**config.mk**
```make
export PLATFORM = sky130hd
export DESIGN_NAME = frame_header_checker_unit
export DESIGN_NICKNAME = d
export VERILOG_FILES = /design/src/sv/fhc_pkg.sv /design/src/sv/fhc_in_reg.sv /design/src/sv/fhc_core.sv /design/src/sv/fhc_out_reg.sv /design/src/sv/frame_header_checker_unit.sv
export SDC_FILE = /design/constraint.sdc
export NUM_CORES = 1
export LEC_CHECK = 0
export ABC_AREA = 1
export BUFFER_PORTS_ARGS = -buffer_cell sky130_fd_sc_hd__buf_4
export CORE_MARGIN = 2
export CORE_UTILIZATION = 45
export CTS_CLUSTER_SIZE = 28
export DETAILED_ROUTE_END_ITERATION = 6
export MAX_ROUTING_LAYER = met4
export PLACE_DENSITY = 0.62
export SETUP_SLACK_MARGIN = 0.2
export SYNTH_ARGS = -nofsm -noshare
export SYNTH_HDL_FRONTEND = slang
export SYNTH_HIERARCHICAL = 1
export SYNTH_SLANG_ARGS = --single-unit
```
**constraint.sdc**
```tcl
create_clock -name clk -period 12.4 [get_ports clk]
set_input_delay 3.72 -clock clk [delete_from_list [all_inputs] [get_ports clk]]
set_output_delay 3.72 -clock clk [all_outputs]
set_load 0.02 [all_outputs]
```
**src/sv/fhc_pkg.sv**
```systemverilog
// Shared types, constants and CRC helper for the frame header checker.
`default_nettype none
package fhc_pkg;

	localparam int HEADER_BYTES = 48;
	localparam int HDR_IDX_BITS = $clog2(HEADER_BYTES);
	localparam int OFS_HCRC     = 40;
	localparam int OFS_RSVD     = 44;
	localparam int OFS_META     = 28;
	localparam int OFS_PAY      = 32;
	localparam int OFS_BCRC     = 36;
	localparam int CFG_DATA_BITS = 32;
	localparam int CFG_IDX_BITS  = 2;
	localparam int TDATA_OUT_BITS = 232;

	localparam logic [31:0] CRC_POLY = 32'hedb88320;
	localparam logic [31:0] CRC_ONES = 32'hffffffff;
	localparam logic [15:0] VERSION_ONE = 16'h0001;
	localparam logic [15:0] FLAG_VALID_MASK = 16'h0003;
	localparam logic [15:0] FLAG_REQUIRED = 16'h0001;
	localparam logic [15:0] FLAG_PAYLOAD = 16'h0002;

	localparam logic [CFG_IDX_BITS-1:0] REG_MAGIC     = 2'd0;
	localparam logic [CFG_IDX_BITS-1:0] REG_TYPE_MASK = 2'd1;
	localparam logic [CFG_IDX_BITS-1:0] REG_MAX_META  = 2'd2;
	localparam logic [CFG_IDX_BITS-1:0] REG_MAX_BODY  = 2'd3;

	localparam logic [31:0] RST_MAGIC     = 32'd0;
	localparam logic [15:0] RST_TYPE_MASK = 16'd1023;
	localparam logic [23:0] RST_MAX_META  = 24'd65536;
	localparam logic [23:0] RST_MAX_BODY  = 24'hffffff;

	localparam logic [3:0] ST_OK          = 4'd0;
	localparam logic [3:0] ST_INCOMPLETE  = 4'd1;
	localparam logic [3:0] ST_MAGIC       = 4'd2;
	localparam logic [3:0] ST_VERSION     = 4'd3;
	localparam logic [3:0] ST_HDRSIZE     = 4'd4;
	localparam logic [3:0] ST_HDRCRC      = 4'd5;
	localparam logic [3:0] ST_TYPE        = 4'd6;
	localparam logic [3:0] ST_FLAGS       = 4'd7;
	localparam logic [3:0] ST_RESERVED    = 4'd8;
	localparam logic [3:0] ST_META        = 4'd9;
	localparam logic [3:0] ST_BODY        = 4'd10;
	localparam logic [3:0] ST_LENGTH      = 4'd11;
	localparam logic [3:0] ST_PAYLOADFLAG = 4'd12;
	localparam logic [3:0] ST_BODYCRC     = 4'd13;

	typedef struct packed {
		logic [31:0] magic_word;
		logic [15:0] known_type_mask;
		logic [23:0] max_metadata_bytes;
		logic [23:0] max_body_bytes;
	} cfg_t;

	typedef struct packed {
		logic [7:0] data_byte;
		logic       end_of_frame;
	} in_t;

	typedef struct packed {
		logic [31:0] pay_len;
		logic [31:0] meta_len;
		logic signed [63:0] sim_time_ns;
		logic [63:0] sequence_number;
		logic [15:0] frame_flags;
		logic [15:0] msg_kind;
		logic [3:0]  status;
	} result_t;

	function automatic logic [31:0] crc_byte(input logic [31:0] crc_in, input logic [7:0] b);
		logic [31:0] c;
		c = crc_in ^ {24'd0, b};
		for (int i = 0; i < 8; i++) begin
			c = (c >> 1) ^ (CRC_POLY & {32{c[0]}});
		end
		return c;
	endfunction

endpackage
`default_nettype wire

```
**src/sv/fhc_in_reg.sv**
```systemverilog
// Input register stage for the byte stream.
`default_nettype none
module fhc_in_reg (
	input  wire logic        clk,
	input  wire logic        arst_n,
	input  wire logic        in_valid,
	output      logic        in_ready,
	input  wire fhc_pkg::in_t in_data,
	input  wire logic        consume,
	output      logic        valid_s1,
	output      fhc_pkg::in_t data_s1
);

	assign in_ready = !valid_s1 || consume;

	always_ff @(posedge clk or negedge arst_n) begin
		if (!arst_n) begin
			valid_s1 <= 1'b0;
		end else if (in_ready) begin
			valid_s1 <= in_valid;
		end
	end

	always_ff @(posedge clk) begin
		if (in_valid && in_ready) begin
			data_s1 <= in_data;
		end
	end

endmodule
`default_nettype wire

```
**src/sv/fhc_core.sv**
```systemverilog
// Frame state, header capture, CRC update and verdict logic.
`default_nettype none
module fhc_core #(
	parameter int COUNT_BITS = 32
) (
	input  wire logic            clk,
	input  wire logic            arst_n,
	input  wire fhc_pkg::cfg_t   cfg,
	input  wire logic            valid_s1,
	input  wire fhc_pkg::in_t    data_s1,
	input  wire logic            out_ready,
	output      logic            consume,
	output      logic            push,
	output      fhc_pkg::result_t res
);

	localparam logic [COUNT_BITS-1:0] CNT_MAX = '1;

	logic [COUNT_BITS-1:0] count_q;
	logic [COUNT_BITS-1:0] count_nx;
	logic [31:0]           hcrc_q;
	logic [31:0]           bcrc_q;
	logic [31:0]           hcrc_nx;
	logic [31:0]           bcrc_nx;
	logic [7:0]            hdr_q  [fhc_pkg::HEADER_BYTES];
	logic [7:0]            hdr_nx [fhc_pkg::HEADER_BYTES];
	logic                  in_hdr;
	logic                  in_hcrc_word;
	logic [fhc_pkg::HDR_IDX_BITS-1:0] hdr_idx;

	logic [31:0] magic_f;
	logic [15:0] version_f;
	logic [15:0] hsize_f;
	logic [31:0] hcrc_f;
	logic [31:0] rsvd_f;
	logic [31:0] bcrc_f;
	logic [33:0] total;
	logic [32:0] body_sum;
	logic        saturated;
	logic        complete;
	logic [3:0]  status;
	fhc_pkg::result_t fld;

	assign consume = valid_s1 && (!data_s1.end_of_frame || out_ready);
	assign push    = consume && data_s1.end_of_frame;

	assign in_hdr       = count_q < COUNT_BITS'(fhc_pkg::HEADER_BYTES);
	assign in_hcrc_word = (count_q >= COUNT_BITS'(fhc_pkg::OFS_HCRC))
		&& (count_q < COUNT_BITS'(fhc_pkg::OFS_HCRC + 4));
	assign hdr_idx      = count_q[fhc_pkg::HDR_IDX_BITS-1:0];

	assign count_nx = (count_q == CNT_MAX) ? count_q : count_q + COUNT_BITS'(1);
	assign hcrc_nx  = !in_hdr ? hcrc_q
		: fhc_pkg::crc_byte(hcrc_q, in_hcrc_word ? 8'd0 : data_s1.data_byte);
	assign bcrc_nx  = in_hdr ? bcrc_q : fhc_pkg::crc_byte(bcrc_q, data_s1.data_byte);

	always_comb begin
		for (int k = 0; k < fhc_pkg::HEADER_BYTES; k++) begin
			hdr_nx[k] = (in_hdr && hdr_idx == fhc_pkg::HDR_IDX_BITS'(k))
				? data_s1.data_byte : hdr_q[k];
		end
	end

	always_ff @(posedge clk) begin
		if (consume && in_hdr) begin
			hdr_q[hdr_idx] <= data_s1.data_byte;
		end
	end

	always_ff @(posedge clk or negedge arst_n) begin
		if (!arst_n) begin
			count_q <= '0;
			hcrc_q  <= fhc_pkg::CRC_ONES;
			bcrc_q  <= fhc_pkg::CRC_ONES;
		end else if (consume) begin
			if (data_s1.end_of_frame) begin
				count_q <= '0;
				hcrc_q  <= fhc_pkg::CRC_ONES;
				bcrc_q  <= fhc_pkg::CRC_ONES;
			end else begin
				count_q <= count_nx;
				hcrc_q  <= hcrc_nx;
				bcrc_q  <= bcrc_nx;
			end
		end
	end

	assign magic_f   = {hdr_nx[3], hdr_nx[2], hdr_nx[1], hdr_nx[0]};
	assign version_f = {hdr_nx[5], hdr_nx[4]};
	assign hsize_f   = {hdr_nx[7], hdr_nx[6]};
	assign hcrc_f    = {hdr_nx[fhc_pkg::OFS_HCRC+3], hdr_nx[fhc_pkg::OFS_HCRC+2],
		hdr_nx[fhc_pkg::OFS_HCRC+1], hdr_nx[fhc_pkg::OFS_HCRC]};
	assign rsvd_f    = {hdr_nx[fhc_pkg::OFS_RSVD+3], hdr_nx[fhc_pkg::OFS_RSVD+2],
		hdr_nx[fhc_pkg::OFS_RSVD+1], hdr_nx[fhc_pkg::OFS_RSVD]};
	assign bcrc_f    = {hdr_nx[fhc_pkg::OFS_BCRC+3], hdr_nx[fhc_pkg::OFS_BCRC+2],
		hdr_nx[fhc_pkg::OFS_BCRC+1], hdr_nx[fhc_pkg::OFS_BCRC]};

	always_comb begin
		fld.status          = fhc_pkg::ST_OK;
		fld.msg_kind        = {hdr_nx[9], hdr_nx[8]};
		fld.frame_flags     = {hdr_nx[11], hdr_nx[10]};
		fld.sequence_number = {hdr_nx[19], hdr_nx[18], hdr_nx[17], hdr_nx[16],
			hdr_nx[15], hdr_nx[14], hdr_nx[13], hdr_nx[12]};
		fld.sim_time_ns     = {hdr_nx[27], hdr_nx[26], hdr_nx[25], hdr_nx[24],
			hdr_nx[23], hdr_nx[22], hdr_nx[21], hdr_nx[20]};
		fld.meta_len        = {hdr_nx[fhc_pkg::OFS_META+3], hdr_nx[fhc_pkg::OFS_META+2],
			hdr_nx[fhc_pkg::OFS_META+1], hdr_nx[fhc_pkg::OFS_META]};
		fld.pay_len         = {hdr_nx[fhc_pkg::OFS_PAY+3], hdr_nx[fhc_pkg::OFS_PAY+2],
			hdr_nx[fhc_pkg::OFS_PAY+1], hdr_nx[fhc_pkg::OFS_PAY]};
	end

	assign total     = 34'(fhc_pkg::HEADER_BYTES) + 34'(fld.meta_len)
		+ 34'(fld.pay_len);
	assign body_sum  = 33'(fld.meta_len) + 33'(fld.pay_len);
	assign saturated = count_nx == CNT_MAX;
	assign complete  = count_nx >= COUNT_BITS'(fhc_pkg::HEADER_BYTES);

	always_comb begin
		if (magic_f != cfg.magic_word) begin
			status = fhc_pkg::ST_MAGIC;
		end else if (version_f != fhc_pkg::VERSION_ONE) begin
			status = fhc_pkg::ST_VERSION;
		end else if (hsize_f != 16'(fhc_pkg::HEADER_BYTES)) begin
			status = fhc_pkg::ST_HDRSIZE;
		end else if ((hcrc_nx ^ fhc_pkg::CRC_ONES) != hcrc_f) begin
			status = fhc_pkg::ST_HDRCRC;
		end else if (fld.msg_kind[15:4] != 12'd0
			|| !cfg.known_type_mask[fld.msg_kind[3:0]]) begin
			status = fhc_pkg::ST_TYPE;
		end else if ((fld.frame_flags & ~fhc_pkg::FLAG_VALID_MASK) != 16'd0
			|| (fld.frame_flags & fhc_pkg::FLAG_REQUIRED) == 16'd0) begin
			status = fhc_pkg::ST_FLAGS;
		end else if (rsvd_f != 32'd0) begin
			status = fhc_pkg::ST_RESERVED;
		end else if (fld.meta_len > 32'(cfg.max_metadata_bytes)) begin
			status = fhc_pkg::ST_META;
		end else if (body_sum > 33'(cfg.max_body_bytes)) begin
			status = fhc_pkg::ST_BODY;
		end else if (saturated || 34'(count_nx) != total) begin
			status = fhc_pkg::ST_LENGTH;
		end else if (((fld.frame_flags & fhc_pkg::FLAG_PAYLOAD) != 16'd0)
			!= (fld.pay_len != 32'd0)) begin
			status = fhc_pkg::ST_PAYLOADFLAG;
		end else if ((bcrc_nx ^ fhc_pkg::CRC_ONES) != bcrc_f) begin
			status = fhc_pkg::ST_BODYCRC;
		end else begin
			status = fhc_pkg::ST_OK;
		end
	end

	always_comb begin
		if (complete) begin
			res        = fld;
			res.status = status;
		end else begin
			res        = '0;
			res.status = fhc_pkg::ST_INCOMPLETE;
		end
	end

	a_count_advances: assert property (@(posedge clk) disable iff (!arst_n)
		consume && !data_s1.end_of_frame |=> count_q != '0)
		else $error("byte count did not advance");

	a_frame_clears: assert property (@(posedge clk) disable iff (!arst_n)
		push |=> count_q == '0 && hcrc_q == fhc_pkg::CRC_ONES
			&& bcrc_q == fhc_pkg::CRC_ONES)
		else $error("frame state not cleared after last byte");

	a_incomplete_zero: assert property (@(posedge clk) disable iff (!arst_n)
		push && res.status == fhc_pkg::ST_INCOMPLETE |->
			res.msg_kind == 16'd0 && res.pay_len == 32'd0)
		else $error("incomplete frame carries header fields");

	a_push_needs_room: assert property (@(posedge clk) disable iff (!arst_n)
		push |-> out_ready && valid_s1)
		else $error("verdict produced without room in result register");

endmodule
`default_nettype wire

```
**src/sv/fhc_out_reg.sv**
```systemverilog
// Result register holding one verdict until it is taken.
`default_nettype none
module fhc_out_reg (
	input  wire logic             clk,
	input  wire logic             arst_n,
	input  wire logic             push,
	input  wire fhc_pkg::result_t res,
	output      logic             out_ready,
	output      logic             out_valid,
	input  wire logic             out_take,
	output      fhc_pkg::result_t out_data
);

	logic valid_q;

	assign out_ready = !valid_q || out_take;
	assign out_valid = valid_q;

	always_ff @(posedge clk or negedge arst_n) begin
		if (!arst_n) begin
			valid_q <= 1'b0;
		end else if (out_ready) begin
			valid_q <= push;
		end
	end

	always_ff @(posedge clk) begin
		if (push && out_ready) begin
			out_data <= res;
		end
	end

endmodule
`default_nettype wire

```
**src/sv/frame_header_checker_unit.sv**
```systemverilog
// Top level of the frame header checker: configuration registers and stage wiring.
// A last byte passes the input register and then the result register before its verdict is on m_tvalid.
// Throughput: one byte per cycle; the input register advances whenever the result
// register has room, and only last bytes need that room.
// Reset: arst_n clears the byte count, both CRC runs, the stage valids and the
// configuration registers to their defaults; the header bytes are not cleared.
`default_nettype none
module frame_header_checker_unit #(
	parameter int COUNT_BITS = 32
) (
	input  wire logic                                 clk,
	input  wire logic                                 arst_n,
	input  wire logic                                 s_tvalid,
	output      logic                                 s_tready,
	input  wire logic [7:0]                           s_tdata,  // data_byte[7:0]
	input  wire logic                                 s_tlast,
	output      logic                                 m_tvalid,
	input  wire logic                                 m_tready,
	// status[3:0], msg_kind[19:4], frame_flags[35:20], sequence_number[99:36],
	// sim_time_ns[163:100], meta_len[195:164], pay_len[227:196], zero pad
	output      logic [fhc_pkg::TDATA_OUT_BITS-1:0]   m_tdata,
	input  wire logic                                 cfg_we,
	input  wire logic [fhc_pkg::CFG_IDX_BITS-1:0]     cfg_index,
	input  wire logic [fhc_pkg::CFG_DATA_BITS-1:0]    cfg_wdata
);

	fhc_pkg::cfg_t    cfg_q;
	fhc_pkg::in_t     in_data;
	fhc_pkg::in_t     data_s1;
	fhc_pkg::result_t res;
	fhc_pkg::result_t out_data;
	logic             valid_s1;
	logic             consume;
	logic             push;
	logic             out_ready;

	always_ff @(posedge clk or negedge arst_n) begin
		if (!arst_n) begin
			cfg_q.magic_word         <= fhc_pkg::RST_MAGIC;
			cfg_q.known_type_mask    <= fhc_pkg::RST_TYPE_MASK;
			cfg_q.max_metadata_bytes <= fhc_pkg::RST_MAX_META;
			cfg_q.max_body_bytes     <= fhc_pkg::RST_MAX_BODY;
		end else if (cfg_we) begin
			unique case (cfg_index)
				fhc_pkg::REG_MAGIC: begin
					cfg_q.magic_word <= cfg_wdata;
				end
				fhc_pkg::REG_TYPE_MASK: begin
					cfg_q.known_type_mask <= cfg_wdata[15:0];
				end
				fhc_pkg::REG_MAX_META: begin
					cfg_q.max_metadata_bytes <= cfg_wdata[23:0];
				end
				fhc_pkg::REG_MAX_BODY: begin
					cfg_q.max_body_bytes <= cfg_wdata[23:0];
				end
				default: begin
				end
			endcase
		end
	end

	assign in_data.data_byte    = s_tdata;
	assign in_data.end_of_frame = s_tlast;

	fhc_in_reg u_in (
		.clk      (clk),
		.arst_n   (arst_n),
		.in_valid (s_tvalid),
		.in_ready (s_tready),
		.in_data  (in_data),
		.consume  (consume),
		.valid_s1 (valid_s1),
		.data_s1  (data_s1)
	);

	fhc_core #(
		.COUNT_BITS (COUNT_BITS)
	) u_core (
		.clk       (clk),
		.arst_n    (arst_n),
		.cfg       (cfg_q),
		.valid_s1  (valid_s1),
		.data_s1   (data_s1),
		.out_ready (out_ready),
		.consume   (consume),
		.push      (push),
		.res       (res)
	);

	fhc_out_reg u_out (
		.clk       (clk),
		.arst_n    (arst_n),
		.push      (push),
		.res       (res),
		.out_ready (out_ready),
		.out_valid (m_tvalid),
		.out_take  (m_tready),
		.out_data  (out_data)
	);

	assign m_tdata = {4'd0, out_data};

endmodule
`default_nettype wire

```
==> out/qor.yml <==
outcome:
  status: "complete, no violations"
logic_synthesis:
  synth-simple-area-share: 0.279
  synth_compound_area_frac: 0.0651
  synthMuxAreaShare: 0
  synthAdderAreaFrac: 0.0445
  async_flop_share: 0.238
  synth_edf_count: 621
  synth_top_family_by_area: "simple AND/OR/NAND/NOR gates"
  synth_ff_type: "edfxtp_1"
  yosysWarnings: 6
  postSynthCellCount: 5462
  ys_ff_latch: 815
  netlist_area_um2: 45900
  seq_area_frac_synth: 0.514
  yosysUniqueCellTypes: 58
  syn_area_per_cell_um2: 8.41
  synth_xor_xnor_area_share: 0.0242
critical_path:
  cp_max_fo: 37
  path_buf_inv: 6
  cp.depth: 9
  cpPeakStageDelay_ps: 690
  worstPathArrival_ps: 5400
  cp-end-kind: "output pin"
  slowest_stage: "inv_2"
  critPathLaunchType: "input pin"
  crit_top_cell: "buf_4"
  crit_type: "input pin to output pin"
  path_cells: "buf_4 > inv_1 > nand2_1 > o21ai_2 > buf_4 > inv_2 > inv_1 > nand2_1 > buf_4"
  required_ps: 8680
  crit_family: "buffers and inverters"
  rr_worst_depth: 37
clock_tree:
  root_buffer: "clkbuf_16"
  numCtsBuffers: 92
  cts_setup_buffers: 0
  postCtsResizedCells: 0
  holdBufCountCts: 0
  clk_latency_ps: 700
  clk_path_buf_depth: 3
  clk_pin_slew_worst_paths_ps: 60
  htree_levels: 3
  cts_tree: "yes"
  clkSinkCount: 815
place:
  dp.final_hpwl_um: 115000
  io_buffers: 277
  gp_congestion: 0.981
  dp_slack_ps: 3290
layout:
  area_delta_synth_final_pct: 14.1
  final_nets: 5896
  final_util: 0.517
  fill_cells: 9556
  final_layout_size_suffix_gt1_frac: 0.120
detailed_routing:
  drtPass1Iterations: 6
  vias: 39500
  wl_um: 161000
  via_per_inst: 5.53
  drt_iter0_drc: 4038
  drc: 0
  drtAntennaViolNets: 0
  drt-wirelength-per-cell_um: 22.6
pwr:
  p_int_mw: 5.25
  powerDensity_nw_per_um2: 146
  power_leakage_nw: 23.4
  p_seq_frac: 0.431
  power_frac_comb: 0.202
  ir_drop_v: 0.000119
  switching_share: 0.313
  finalPower_mw: 7.64
  clkPwrFrac: 0.367
  power_switching_mw: 2.39
flow_run:
  timing.max_cap.violations: 0
floorplan:
  core_um2: 101000
  die_area_um2: 105000
  start_util: 0.453
  die_y_um: 323
  num_io_pins: 282
  die_w_um: 323
  rows: 117
sta:
  finClkSkew_ps: 56.0
  hold_viol_final: 0
  period_minus_slack_ps: 9120
  worst_slack_ps: 3280
  worst_pin_slew_ps: 1280
  finalCritPeriodShare: 0.735
  totalNegativeSetupSlack_ps: 0
  rsz0062_at_grt: "false"
  fmax_mhz: 110
  slew_viol_final: 0
  setup_viol: 0
  slew_headroom: 0.142
  fin_hold_ws_ps: 462
grt:
  grt_pass1_wl_um: 235000
  grt_pass1_vias: 36600
  grt_max_degree: 132
  grt.total_usage: 0.313
  antenna_found_initial: 2
  grt-ovfl-total: 0
hold_path:
  hold_depth: 2
  min_path_type: "flip-flop to flip-flop"
==> worst reg2reg max path, delay by kind of cell (launching register included) <==
kind | cells | cell delay (ps)
AND/OR/NAND/NOR | 30 | 4830
buffers and inverters | 5 | 1070
adder cells (fa/ha/maj) | 2 | 850
flip-flops | 1 | 500
==> placed cells by master (no fill, tap or decap), drive strengths merged, types with 9 or more instances in the layout <==
| cell | Yosys | layout |
|---|---|---|
| nand3b | 26 | 26 |
| bufinv | 0 | 9 |
| nand3 | 481 | 481 |
| nor2 | 433 | 433 |
| nand2 | 1859 | 1859 |
| buf | 107 | 343 |
| nand4 | 118 | 118 |
| fa | 29 | 29 |
| inv | 604 | 607 |
| nor4 | 37 | 37 |
| clkbuf | 94 | 122 |
| o21ai | 220 | 220 |
| ha | 117 | 117 |
| xor2 | 109 | 109 |
| dfstp | 99 | 99 |
| nor3 | 38 | 38 |
| a21oi | 211 | 211 |
| o22ai | 69 | 69 |
| clkinv | 5 | 39 |
| a22oi | 13 | 13 |
| xnor2 | 17 | 17 |
| dfrtp | 95 | 95 |
| edfxtp | 621 | 621 |
| or2 | 12 | 12 |
==> per-layer routing <==
| metal | wire length [um] | vias up | track usage | part of all wire |
|---|---|---|---|---|
| met2 | 76000 | 1633 | 0.497 | 0.47 |
| met5 | 0 | - | - | 0 |
| met1 | 68000 | 19100 | 0.418 | 0.42 |
| met4 | 5520 | 0 | 0.107 | 0.034 |
| met3 | 11900 | 281 | 0.0373 | 0.074 |
| li1 | - | 18500 | - | - |
==> kinds of logic after synthesis <==
| group | Yosys count |
|---|---|
| XOR/XNOR | 126 |
| other | 1 |
| buffers and inverters | 810 |
| flip-flops | 815 |
| adder cells (fa/ha/maj) | 146 |
| AND/OR/NAND/NOR | 3012 |
| AO/OA/AOI/OAI | 552 |
==> cell type report <==
cell class              count  area, um^2  area share
inverters                 609        2290      0.0438
clock buffers             121        2500      0.0477
clock inverters            50         623      0.0119
multi-input cells        3840       19000       0.362
diodes                      2        5.00   0.0000955
flip-flops and latches    815       23600       0.451
repair buffers            344        2650      0.0506
well taps                1368        1710      0.0327
==> cell usage after synthesis (5+ instances only) <==
cell         n  area, um^2
nor4_1      37         231
clkinv_1     5        18.8
buf_6       22         248
a211oi_1     7        52.6
nor2_2       5        31.3
nand3_2      8        80.1
o22ai_1     69         432
a22oi_1     13        97.6
fa_1        29         581
nand3b_1    26         195
inv_2       13        48.8
clkbuf_1    92         345
xor2_1     108         946
buf_2       58         290
o21ai_0    206        1030
or2_2       12        75.1
nand2_1   1807        6780
nor3_1      36         180
ha_1       117        1460
nand3_1    471        2360
nand2_4      7        78.8
buf_4       19         143
xnor2_1     17         149
buf_1        8        30.0
o21a_1       5        37.5
a21oi_1    211        1060
o21ai_1     14        70.1
inv_1      591        2220
nand4_1    118         738
nand2_2     45         282
edfxtp_1   621       18600
dfstp_2     99        2600
dfrtp_1     95        2380
nor2_1     423        1590
==> power by group through the flow <==
stage / sequential [mW] / combinational (mW) / clock (mW)
floorplan: 3.39 / 0.957 / 0
global placement: 3.34 / 1.48 / 0
detailed placement: 3.34 / 1.51 / 0
CTS: 3.29 / 1.52 / 2.85
global route: 3.31 / 1.69 / 2.96
finish: 3.29 / 1.54 / 2.81
==> state kept, by name (all words and copies together), names as in the netlist <==
register and flops:
u_core/count_q 32, cfg_q 96, u_in/valid_s1 1, u_core/hdr_q 384, u_core/hcrc_q 32, u_out/out_valid 1
u_out/out_data 228, u_core/bcrc_q 32, u_in/data_s1 9
==> through the flow <==
step,instances,area [um^2]
after floorplan,5465,45900
after global placement,6976,49300
after detailed placement,6976,49300
after CTS,7147,52400
after global routing,7148,52400
final,7149,52400
==> final timing paths <==
| kind | from | endpoint | slack, ps |
|---|---|---|---|
| worst max-delay path | m_tready | s_tready | 3280 |
| worst min-delay path | cfg_q[55]$_DFFE_PN1P_ | cfg_q[55]$_DFFE_PN1P_ | 460 |
| worst max register to register | u_core/count_q[7]$_DFFE_PN0P_ | u_out/out_data[0]$_DFFE_PP_ | 4900 |
| worst min register to register | cfg_q[55]$_DFFE_PN1P_ | cfg_q[55]$_DFFE_PN1P_ | 460 |
| max in group asynchronous | arst_n | u_core/count_q[16]$_DFFE_PN0P_ | 7990 |
| min in group asynchronous | arst_n | cfg_q[46]$_DFFE_PN0P_ | 3030 |
Power figures use the tool's default switching activity.
